## config.mk

```make
export PLATFORM = sky130hd
export DESIGN_NAME = serial_coordinate_frame_parser_core
export DESIGN_NICKNAME = d
export VERILOG_FILES = /design/src/hdl/scfp_pkg.sv /design/src/hdl/scfp_parser.sv /design/src/hdl/serial_coordinate_frame_parser_core.sv
export SDC_FILE = /design/constraint.sdc
export NUM_CORES = 1
export LEC_CHECK = 0
export ABC_CLOCK_PERIOD_IN_PS = 7100
export BUFFER_PORTS_ARGS = -buffer_cell sky130_fd_sc_hd__buf_2
export CORE_MARGIN = 2
export CORE_UTILIZATION = 45
export DETAILED_ROUTE_END_ITERATION = 12
export PLACE_DENSITY = 0.72
export SYNTH_ARGS = -nofsm -noshare
export SYNTH_HDL_FRONTEND = slang
export SYNTH_HIERARCHICAL = 1
export SYNTH_SLANG_ARGS = --single-unit
```

## constraint.sdc

```tcl
create_clock -name clk_i -period 7.1 [get_ports clk_i]
set_input_delay 1.775 -clock clk_i [delete_from_list [all_inputs] [get_ports clk_i]]
set_output_delay 1.775 -clock clk_i [all_outputs]
set_load 0.03 [all_outputs]
```

## src/hdl/scfp_pkg.sv

```systemverilog
// Shared types, constants and the checksum helper for the coordinate frame parser.
`timescale 1ns / 1ps

package scfp_pkg;

  localparam logic [7:0] HdrByte = 8'hFF;
  localparam logic [7:0] TrlByte = 8'hFE;
  localparam logic [8:0] ChkMod  = 9'd254;

  // Next frame position expected; hunt means waiting for a header.
  typedef enum logic [6:0] {
    PhHunt = 7'b0000001,
    PhXHi  = 7'b0000010,
    PhXLo  = 7'b0000100,
    PhYHi  = 7'b0001000,
    PhYLo  = 7'b0010000,
    PhChk  = 7'b0100000,
    PhTrl  = 7'b1000000
  } scfp_phase_e;

  typedef struct packed {
    logic [15:0] pos_x;
    logic [15:0] pos_y;
    logic        target_seen;
    logic        frame_done;
    logic        frame_error;
  } scfp_result_t;

  // (x + y) mod 254 with 256 == 2 (mod 254): fold the high bytes twice,
  // then one conditional subtract.
  function automatic logic [7:0] chk_mod(input logic [7:0] xh, input logic [7:0] xl,
                                         input logic [7:0] yh, input logic [7:0] yl);
    logic [10:0] s1;
    logic [8:0]  s2;
    s1 = ({3'b000, xh} << 1) + ({3'b000, yh} << 1) + {3'b000, xl} + {3'b000, yl};
    s2 = {5'b00000, s1[10:8], 1'b0} + {1'b0, s1[7:0]};
    if (s2 >= ChkMod) begin
      chk_mod = 8'(s2 - ChkMod);
    end else begin
      chk_mod = s2[7:0];
    end
  endfunction

endpackage

```

## src/hdl/scfp_parser.sv

```systemverilog
// Frame parser: phase state machine, held bytes, checksum and latched coordinates.
`timescale 1ns / 1ps

module scfp_parser (
  input  logic                 clk_i,
  input  logic                 rst_ni,
  input  logic                 step_i,
  input  logic [7:0]           byte_i,
  output scfp_pkg::scfp_result_t result_o
);

  scfp_pkg::scfp_phase_e phase_q, phase_d, ph_nxt;
  logic [7:0]  held_q [4];
  logic [7:0]  held_d [4];
  logic [7:0]  check_q, check_d;
  logic [15:0] lat_x_q, lat_x_d;
  logic [15:0] lat_y_q, lat_y_d;
  logic        tgt_q, tgt_d;
  logic        fit, done, err;

  always_comb begin
    phase_d = phase_q;
    held_d  = held_q;
    check_d = check_q;
    lat_x_d = lat_x_q;
    lat_y_d = lat_y_q;
    tgt_d   = tgt_q;
    fit     = 1'b0;
    done    = 1'b0;
    err     = 1'b0;
    ph_nxt  = scfp_pkg::PhHunt;
    case (phase_q)
      scfp_pkg::PhHunt: begin
        fit    = (byte_i == scfp_pkg::HdrByte);
        ph_nxt = scfp_pkg::PhXHi;
      end
      scfp_pkg::PhXHi: begin
        if (byte_i != scfp_pkg::HdrByte) begin
          held_d[0] = byte_i;
          fit       = 1'b1;
        end
        ph_nxt = scfp_pkg::PhXLo;
      end
      scfp_pkg::PhXLo: begin
        held_d[1] = byte_i;
        tgt_d     = (byte_i != 8'h00);
        fit       = 1'b1;
        ph_nxt    = scfp_pkg::PhYHi;
      end
      scfp_pkg::PhYHi: begin
        if (byte_i != scfp_pkg::HdrByte) begin
          held_d[2] = byte_i;
          fit       = 1'b1;
        end
        ph_nxt = scfp_pkg::PhYLo;
      end
      scfp_pkg::PhYLo: begin
        held_d[3] = byte_i;
        check_d   = scfp_pkg::chk_mod(held_q[0], held_q[1], held_q[2], byte_i);
        fit       = 1'b1;
        ph_nxt    = scfp_pkg::PhChk;
      end
      scfp_pkg::PhChk: begin
        fit    = (byte_i == check_q);
        ph_nxt = scfp_pkg::PhTrl;
      end
      scfp_pkg::PhTrl: begin
        if (byte_i == scfp_pkg::TrlByte) begin
          lat_x_d = {held_q[0], held_q[1]};
          lat_y_d = {held_q[2], held_q[3]};
          done    = 1'b1;
          fit     = 1'b1;
        end
        ph_nxt = scfp_pkg::PhHunt;
      end
      default: begin
        fit = 1'b0;
      end
    endcase

    if (done) begin
      phase_d = scfp_pkg::PhHunt;
    end else if (fit) begin
      phase_d = ph_nxt;
    end else begin
      // mismatch: back to hunting, drop target; only an error mid-frame
      err     = (phase_q != scfp_pkg::PhHunt);
      phase_d = scfp_pkg::PhHunt;
      tgt_d   = 1'b0;
    end
  end

  always_ff @(posedge clk_i or negedge rst_ni) begin
    if (!rst_ni) begin
      phase_q <= scfp_pkg::PhHunt;
      check_q <= 8'h00;
      lat_x_q <= 16'h0000;
      lat_y_q <= 16'h0000;
      tgt_q   <= 1'b0;
    end else if (step_i) begin
      phase_q <= phase_d;
      check_q <= check_d;
      lat_x_q <= lat_x_d;
      lat_y_q <= lat_y_d;
      tgt_q   <= tgt_d;
    end
  end

  always_ff @(posedge clk_i) begin
    if (step_i) begin
      held_q <= held_d;
    end
  end

  assign result_o.pos_x       = lat_x_d;
  assign result_o.pos_y       = lat_y_d;
  assign result_o.target_seen = tgt_d;
  assign result_o.frame_done  = done;
  assign result_o.frame_error = err;

endmodule

```

## src/hdl/serial_coordinate_frame_parser_core.sv

```systemverilog
// Top level: input word register, frame parser and result register.
`timescale 1ns / 1ps

// Serial coordinate frame parser. Each input word is one received byte; the
// block hunts for a seven-byte frame (0xFF header, x high, x low, y high,
// y low, checksum = (x + y) mod 254, 0xFE trailer) and gives exactly one
// result word per byte: the last latched x and y, the target flag (set by a
// nonzero x low byte, cleared by any framing mismatch), frame_done when the
// byte was a valid trailer, and frame_error when the byte broke a frame in
// progress. Throughput is one byte per cycle unless the output stalls; each
// byte passes the input register, then the result register, with the whole
// parse step done in a single pass between them. A stalled result holds the
// result register, and the input register keeps taking a word until it is
// also full, so in_stall_o only rises when both stages hold words.

module serial_coordinate_frame_parser_core (
  input  logic        clk_i,
  input  logic        rst_ni,
  input  logic        in_valid_i,
  output logic        in_stall_o,
  input  logic [7:0]  rx_byte_i,
  output logic        out_valid_o,
  input  logic        out_stall_i,
  output logic [15:0] pos_x_o,
  output logic [15:0] pos_y_o,
  output logic        target_seen_o,
  output logic        frame_done_o,
  output logic        frame_error_o
);

  logic                   s1_valid_q, s1_valid_d;
  logic [7:0]             s1_byte_q;
  logic                   out_valid_q, out_valid_d;
  scfp_pkg::scfp_result_t out_q, step_res;
  logic                   out_free, s1_adv, in_acc;

  // result register can take a word when empty or being drained
  assign out_free   = !out_valid_q || !out_stall_i;
  assign s1_adv     = s1_valid_q && out_free;
  assign in_stall_o = s1_valid_q && !out_free;
  assign in_acc     = in_valid_i && !in_stall_o;

  always_comb begin
    s1_valid_d = s1_valid_q;
    if (in_acc) begin
      s1_valid_d = 1'b1;
    end else if (s1_adv) begin
      s1_valid_d = 1'b0;
    end
    out_valid_d = out_valid_q;
    if (s1_adv) begin
      out_valid_d = 1'b1;
    end else if (!out_stall_i) begin
      out_valid_d = 1'b0;
    end
  end

  always_ff @(posedge clk_i or negedge rst_ni) begin
    if (!rst_ni) begin
      s1_valid_q  <= 1'b0;
      out_valid_q <= 1'b0;
    end else begin
      s1_valid_q  <= s1_valid_d;
      out_valid_q <= out_valid_d;
    end
  end

  always_ff @(posedge clk_i) begin
    if (in_acc) begin
      s1_byte_q <= rx_byte_i;
    end
    if (s1_adv) begin
      out_q <= step_res;
    end
  end

  // parser state advances only when its word moves into the result register
  scfp_parser u_parser (
    .clk_i    (clk_i),
    .rst_ni   (rst_ni),
    .step_i   (s1_adv),
    .byte_i   (s1_byte_q),
    .result_o (step_res)
  );

  assign out_valid_o   = out_valid_q;
  assign pos_x_o       = out_q.pos_x;
  assign pos_y_o       = out_q.pos_y;
  assign target_seen_o = out_q.target_seen;
  assign frame_done_o  = out_q.frame_done;
  assign frame_error_o = out_q.frame_error;

  // a result is either a completed frame or a broken one, never both
  a_done_err_excl: assert property (@(posedge clk_i) disable iff (!rst_ni)
    out_valid_o |-> !(frame_done_o && frame_error_o))
    else $error("frame_done and frame_error both set");

  // a completed frame reports its own x, whose high byte is never 0xFF
  a_done_xhi: assert property (@(posedge clk_i) disable iff (!rst_ni)
    (out_valid_o && frame_done_o) |-> (pos_x_o[15:8] != scfp_pkg::HdrByte))
    else $error("completed frame with x high byte 0xFF");

  // a word leaving the input register always lands in the result register
  a_adv_lands: assert property (@(posedge clk_i) disable iff (!rst_ni)
    s1_adv |=> out_valid_q)
    else $error("advanced word lost");

  // input stall only while the input register holds a word and the output is blocked
  a_stall_cause: assert property (@(posedge clk_i) disable iff (!rst_ni)
    in_stall_o |-> (s1_valid_q && out_valid_q && out_stall_i))
    else $error("input stalled without cause");

endmodule

```

==> results of run 1 <==
## layout make-up
type | instances | area share
inverters | 49 | 0.0264
clock inverters | 14 | 0.0241
well taps | 172 | 0.0309
flip-flops and latches | 125 | 0.503
repair buffers | 52 | 0.0388
multi-input cells | 236 | 0.315
clock buffers | 18 | 0.0616
## cells in the final DEF, fill, tap and decap left out, drive strengths merged, types with 5 or more instances in the layout
cell type / count
a21o: 5
a21oi: 18
buf: 52
clkbuf: 18
clkinv: 7
dfrtp: 49
edfxtp: 75
fa: 17
ha: 15
inv: 51
mux2: 65
nand2: 15
nand3: 5
nor2: 9
nor3: 8
nor4: 8
o21ai: 13
xnor2: 7
xor2: 6
## flip-flops by register name (all words and copies together), names as in the netlist
name	flops
frame_done_o	1
frame_error_o	1
out_valid_o	1
pos_x_o	16
pos_y_o	16
s1_byte_q	8
s1_valid_q	1
target_seen_o	1
u_parser/check_q	8
u_parser/held_q	32
u_parser/lat_x_q	16
u_parser/lat_y_q	16
u_parser/phase_q	7
u_parser/tgt_q	1
## worst reg2reg max path, cell delays in order, from the launching register on
cell      delay, ns
edfxtp_1       0.49
inv_1          0.10
fa_1           0.53
inv_1          0.05
fa_1           0.46
ha_1           0.26
fa_1           0.41
a21o_1         0.20
a21oi_1        0.22
nor2b_1        0.07
o21ai_0        0.16
nand2b_1       0.11
xnor2_1        0.14
ha_1           0.23
fa_1           0.52
ha_1           0.29
nand2_1        0.10
a21oi_1        0.07
o211ai_1       0.34
o32ai_4        0.18
and3_1         0.21
o31ai_1        0.22
## logic make-up (layout without fill, tap and decap cells)
family | Yosys count | count (layout) | synth area share
xor gates and xnor gates | 14 | 14 | 0.0230
and+or+nand+nor | 64 | 64 | 0.0609
muxes | 66 | 66 | 0.126
adders and majority gates | 32 | 32 | 0.0890
buffers and inverters | 63 | 133 | 0.0424
DFF | 125 | 125 | 0.591
AOI/OAI and AO/OA | 60 | 60 | 0.0685
## metrics by stage
stage | setup slack (ns) | std cells | hold slack (ns) | util | instance area [sq um]
6_report | 1.66 | 666 | 0.500 | 0.548 | 6970
2_1_floorplan | 0.770 | 424 | 0.449 | - | 5930
5_1_grt | 1.27 | 666 | 0.512 | 0.548 | 6970
4_1_cts | 1.64 | 666 | 0.502 | 0.548 | 6970
3_3_place_gp | 1.82 | 634 | 0.467 | 0.501 | 6370
3_5_place_dp | 1.67 | 634 | 0.479 | 0.501 | 6370
## power groups by stage
stage                     Combinational [W]  Clock (W)  Sequential (W)
after floorplan                    0.000125          0        0.000845
after global placement             0.000202          0        0.000820
after detailed placement           0.000206          0        0.000822
after CTS                          0.000207   0.000888        0.000808
after global routing               0.000228   0.000918        0.000810
final                              0.000206   0.000869        0.000807
## worst max path at each step
stage	startpoint	end	slack, ns	cells past startpoint
2_1_floorplan	out_stall_i	u_parser/held_q[24]	0.77	5
3_3_place_gp	s1_byte_q[2]	u_parser/check_q[3]	1.82	21
3_5_place_dp	s1_byte_q[2]	u_parser/check_q[3]	1.67	21
4_1_cts	s1_byte_q[2]	u_parser/check_q[3]	1.64	21
5_1_grt	s1_byte_q[2]	u_parser/check_q[3]	1.27	21
6_report	s1_byte_q[2]	u_parser/check_q[3]	1.66	21
## per-layer routing
| layer | vias up | routed length, microns | global-route usage |
|---|---|---|---|
| li1 | 1635 | - | - |
| met4 | 0 | 193 | 0.0699 |
| met2 | 96 | 5430 | 0.274 |
| met3 | 18 | 622 | 0.0426 |
| met5 | - | 0 | 0 |
| met1 | 1712 | 5230 | 0.240 |
==> flow_summary.yaml, run 1 <==
setup_path:
  critPathBufInv: 2
  crit_top_cell: "fa_1"
  r2r_slack_ns: 1.66
  r2r_end: "u_parser/check_q[3]"
  timing.rr.start: "s1_byte_q[2]"
  path_cells: "inv_1 > fa_1 > inv_1 > fa_1 > ha_1 > fa_1 > a21o_1 > a21oi_1 > nor2b_1 > o21ai_0 > nand2b_1 > xnor2_1 > ha_1 > fa_1 > ha_1 > nand2_1 > a21oi_1 > o211ai_1 > o32ai_4 > and3_1 > o31ai_1"
  crit_family: "adder cells"
  path_class: "flip-flop to flip-flop"
  cp_max_fo: 9
  cpPeakStageDelay_ns: 0.53
  critPathLaunchType: "flip-flop"
  r2r_cells: 21
  slowest_stage: "fa_1"
  cp.arrival_ns: 5.76
  cp-end-kind: "flip-flop"
  required_ns: 7.42
clock_network:
  cts_buffers: 17
  cts_buffer_depth: 2
  cts_resized: 0
  cts_tree: "built"
  clk_latency_ns: 0.42
  clock-root-buffer: "clkbuf_16"
  cts_hold_buf: 0
  clk_pin_slew_ns: 0.06
  htreeDepth: 4
  cts_setup_buffers: 0
  cts_sinks: 125
sta:
  setup_viol: 0
  hold_viol_final: 0
  relSlewSlack: 0.152
  period_share: 0.767
  slew_violations: 0
  fin_crit_ns: 5.44
  worst_pin_slew_ns: 1.26
  fmax_ghz: 0.184
  skew_ns: 0.00871
  rsz0062_at_grt: "no"
  setup_tns_ns: 0
synthesis:
  syn_area_per_cell_sq_um: 14.0
  synth_edf_count: 75
  synthTopCellsByArea: "edfxtp_1, dfrtp_1, mux2_2"
  yosysWarnings: 6
  ys_ff_latch: 125
  synth_top_area_share: 0.380
  synth_flop_cell: "edfxtp_1"
  syn-num-nets: 468
  syn_inst: 424
  syn-cell-area_sq_um: 5930
  yosysMostFrequentCell: "edfxtp_1"
  synth_commonest_cells: "edfxtp_1, mux2_2, dfrtp_1, inv_1, a21oi_1"
  async_flop_share: 0.400
  yosys.area.top_type: "edfxtp_1"
  synth_cell_types: 53
  seq_area_frac_synth: 0.591
pwr:
  power_w: 0.00188
  total_leakage_power_nw: 3.07
  powerDensity_nw_per_um2: 270
  p_seq_frac: 0.429
  peakVddDrop_v: 0.000131
  combPwrFrac: 0.109
  p_int_w: 0.00142
  clockPowerShare: 0.462
  switching_power_w: 0.000464
  swShare: 0.247
drt:
  dr_total_vias: 3461
  drc_errors: 0
  ant_nets: 0
  routedWlPerCell_microns: 17.2
  drt-initial-drc-count: 335
  drt_first_pass_iters: 4
  drt_wl_total_mm: 11.5
  vias_per_cell: 5.20
cells_and_area:
  drive_above_1_share: 0.322
  regArea_sq_um: 3500
  n_fill_cell: 1042
  multi_input_area_sq_um: 2190
  layout.nets: 525
  area_growth_pct: 17.4
  diodes: 0
die:
  die_x_microns: 119
  die_area_sq_um: 14100
  ios: 49
  coreArea_sq_um: 12700
  fp.dieH_microns: 119
  initial_core_util: 0.466
  rows: 41
placed_design:
  port_buffers: 48
  dpl.hpwl_mm: 7.85
  gp_congestion: 0.827
worst_hold_path:
  min_path_cells: 2
  hp-start: "u_parser/check_q[4]"
  whs_endpoint: "u_parser/check_q[4]"
  worstHoldPathType: "flip-flop to flip-flop"
global_routing:
  grt_pass1_vias: 3662
  gr-total-overflow: 0
  antenna_found_initial: 0
  grt_max_degree: 72
  track_usage: 0.176
  grt_pass1_wl_mm: 19.0
flow_run:
  cap_violations: 0
outcome:
  status: "finished, final reports clean"
(Power assumes the default switching activity.)
==> inputs of run 2 (changes only) <==
- ABC_CLOCK_PERIOD_IN_PS: 7100 -> 4500
- PLACE_DENSITY: 0.72 -> 0.74
- clock period: 7.1 -> 4.5 ns (I/O delays scaled with it)
==> flow_summary.yaml, run 2 (synthesis results as in run 1) <==
outcome:
  status: "finished, violations left"
  violations: "setup timing"
setup_path:
  required_ns: 4.78
  crit_family: "adder cells"
  cpPeakStageDelay_ns: 0.52
  path_class: "flip-flop to flip-flop"
  slowest_stage: "fa_1"
  cp_max_fo: 5
  r2r_slack_ns: -0.26
  critPathLaunchType: "flip-flop"
  cp-end-kind: "flip-flop"
  critPathBufInv: 2
  cp.arrival_ns: 5.04
  path_cells: "inv_2 > fa_1 > inv_1 > fa_1 > ha_2 > fa_2 > a21o_1 > a21oi_2 > nor2b_1 > o21ai_1 > nand2b_1 > xnor2_1 > ha_2 > fa_2 > a21oi_2 > nor2_2 > xnor3_1 > nand4b_1 > o32ai_4 > and3_4 > o31ai_2"
die:
  die_x_microns: 119
  coreArea_sq_um: 12700
  fp.dieH_microns: 119
  die_area_sq_um: 14100
  rows: 41
  ios: 49
  initial_core_util: 0.466
cells_and_area:
  diodes: 0
  drive_above_1_share: 0.406
  regMostFlops: "u_parser/held_q"
  area_growth_pct: 24.4
  layout_common_cells: "edfxtp_1, mux2_2, dfrtp_1"
  largest_reg_flops: 32
  postLayoutCellArea_sq_um: 7380
  final_common_cell: "edfxtp_1"
  layout.nets: 563
drt:
  dr_total_vias: 3623
  ant_nets: 0
  drc_errors: 0
  drt_wl_total_mm: 11.9
  drt_first_pass_iters: 5
  vias_per_cell: 5.15
  routedWlPerCell_microns: 16.9
  drt-initial-drc-count: 288
sta:
  worst_pin_slew_ns: 0.950
  hold_viol_final: 0
  timing.final.ws_setup_ns: -0.264
  fmax_ghz: 0.210
  slew_violations: 0
  fin_crit_ns: 4.76
  setup_tns_ns: -1.01
  period_share: 1.06
  skew_ns: 0.00911
  setup_viol: 5
  relSlewSlack: 0.366
  rsz0062_at_grt: "yes"
pwr:
  total_leakage_power_nw: 3.27
  power_w: 0.00314
  powerDensity_nw_per_um2: 425
  peakVddDrop_v: 0.000297
clock_network:
  cts_buffer_depth: 2
  clk_latency_ns: 0.41
  cts_buffers: 17
  cts_tree: "built"
  clk_pin_slew_ns: 0.06
  clock-root-buffer: "clkbuf_16"
  htreeDepth: 4
  cts_sinks: 125
placed_design:
  gp_congestion: 0.933
  port_buffers: 48
  place_area_sq_um: 6640
  dpl.hpwl_mm: 8.44
worst_hold_path:
  worstHoldPathType: "flip-flop to flip-flop"
global_routing:
  track_usage: 0.183
  antenna_found_initial: 0
  gr-total-overflow: 0
  grt_pass1_vias: 3818
  grt_pass1_wl_mm: 19.6
  grt_max_degree: 82
flow_run:
  cap_violations: 0
-- run 2: changes by cell type in the layout (fill, tap and decap cells not counted), sizes merged --
cell | before | now
bufinv | 3 | 4
clkinv | 7 | 5
buf | 52 | 90
clkbuf | 18 | 19
-- run 2: final cells by class --
cell class	count	area, sq um
Timing Repair Buffer	90	556
Clock buffer	19	443
Multi-Input combinational cell	236	2290
Inverter	49	184
Sequential cell	125	3500
Tap cell	172	215
Fill cell	1043	5340
Clock inverter	13	188
-- run 2: report_power, final --
part / switching, W / internal (W) / total, W
logic: 0.000252 / 0.000181 / 0.000433
clock network: 0.000497 / 0.000944 / 0.00144
registers: 0.0000115 / 0.00125 / 0.00126
total: 0.000760 / 0.00238 / 0.00314
-- run 2: final timing paths --
kind,from,end,depth (start not counted)
hold reg to reg,u_parser/check_q[7],u_parser/check_q[7],2
setup reg to reg,u_parser/held_q[18],u_parser/check_q[3],21
hold / removal,u_parser/check_q[7],u_parser/check_q[7],2
setup / recovery,u_parser/held_q[18],u_parser/check_q[3],21
max in group asynchronous,rst_ni,u_parser/lat_x_q[6],2
min in group asynchronous,rst_ni,u_parser/phase_q[4],1
-- run 2: layer usage --
metal | track usage | share of wire
met5 | 0 | 0
met4 | 0.0774 | 0.012
met3 | 0.0445 | 0.051
met2 | 0.291 | 0.50
met1 | 0.239 | 0.44
-- run 2: through the flow --
step                utilization  setup WS (ns)  cells  hold WS, ns
floorplan                     -         -0.115    424        0.449
CTS                       0.576         -0.308    702        0.506
finish                    0.580         -0.264    704        0.504
detailed placement        0.522         -0.310    663        0.493
global placement          0.522         -0.205    663        0.485
global route              0.580         -0.573    704        0.524
-- run 2: what timing repair did --
| action | in CTS | in global routing |
|---|---|---|
| pin swaps | 16 | 10 |
| setup endpoints to repair | 5 | 7 |
| buffers inserted | 7 | 2 |
| resized for setup | 4 | 8 |
| hold buffers | 0 | 0 |
-- run 2: worst min-delay path, stage by stage, from the launching register on --
cell	delay, ns
dfrtp_1	0.34
nand2_1	0.05
o21ai_0	0.07
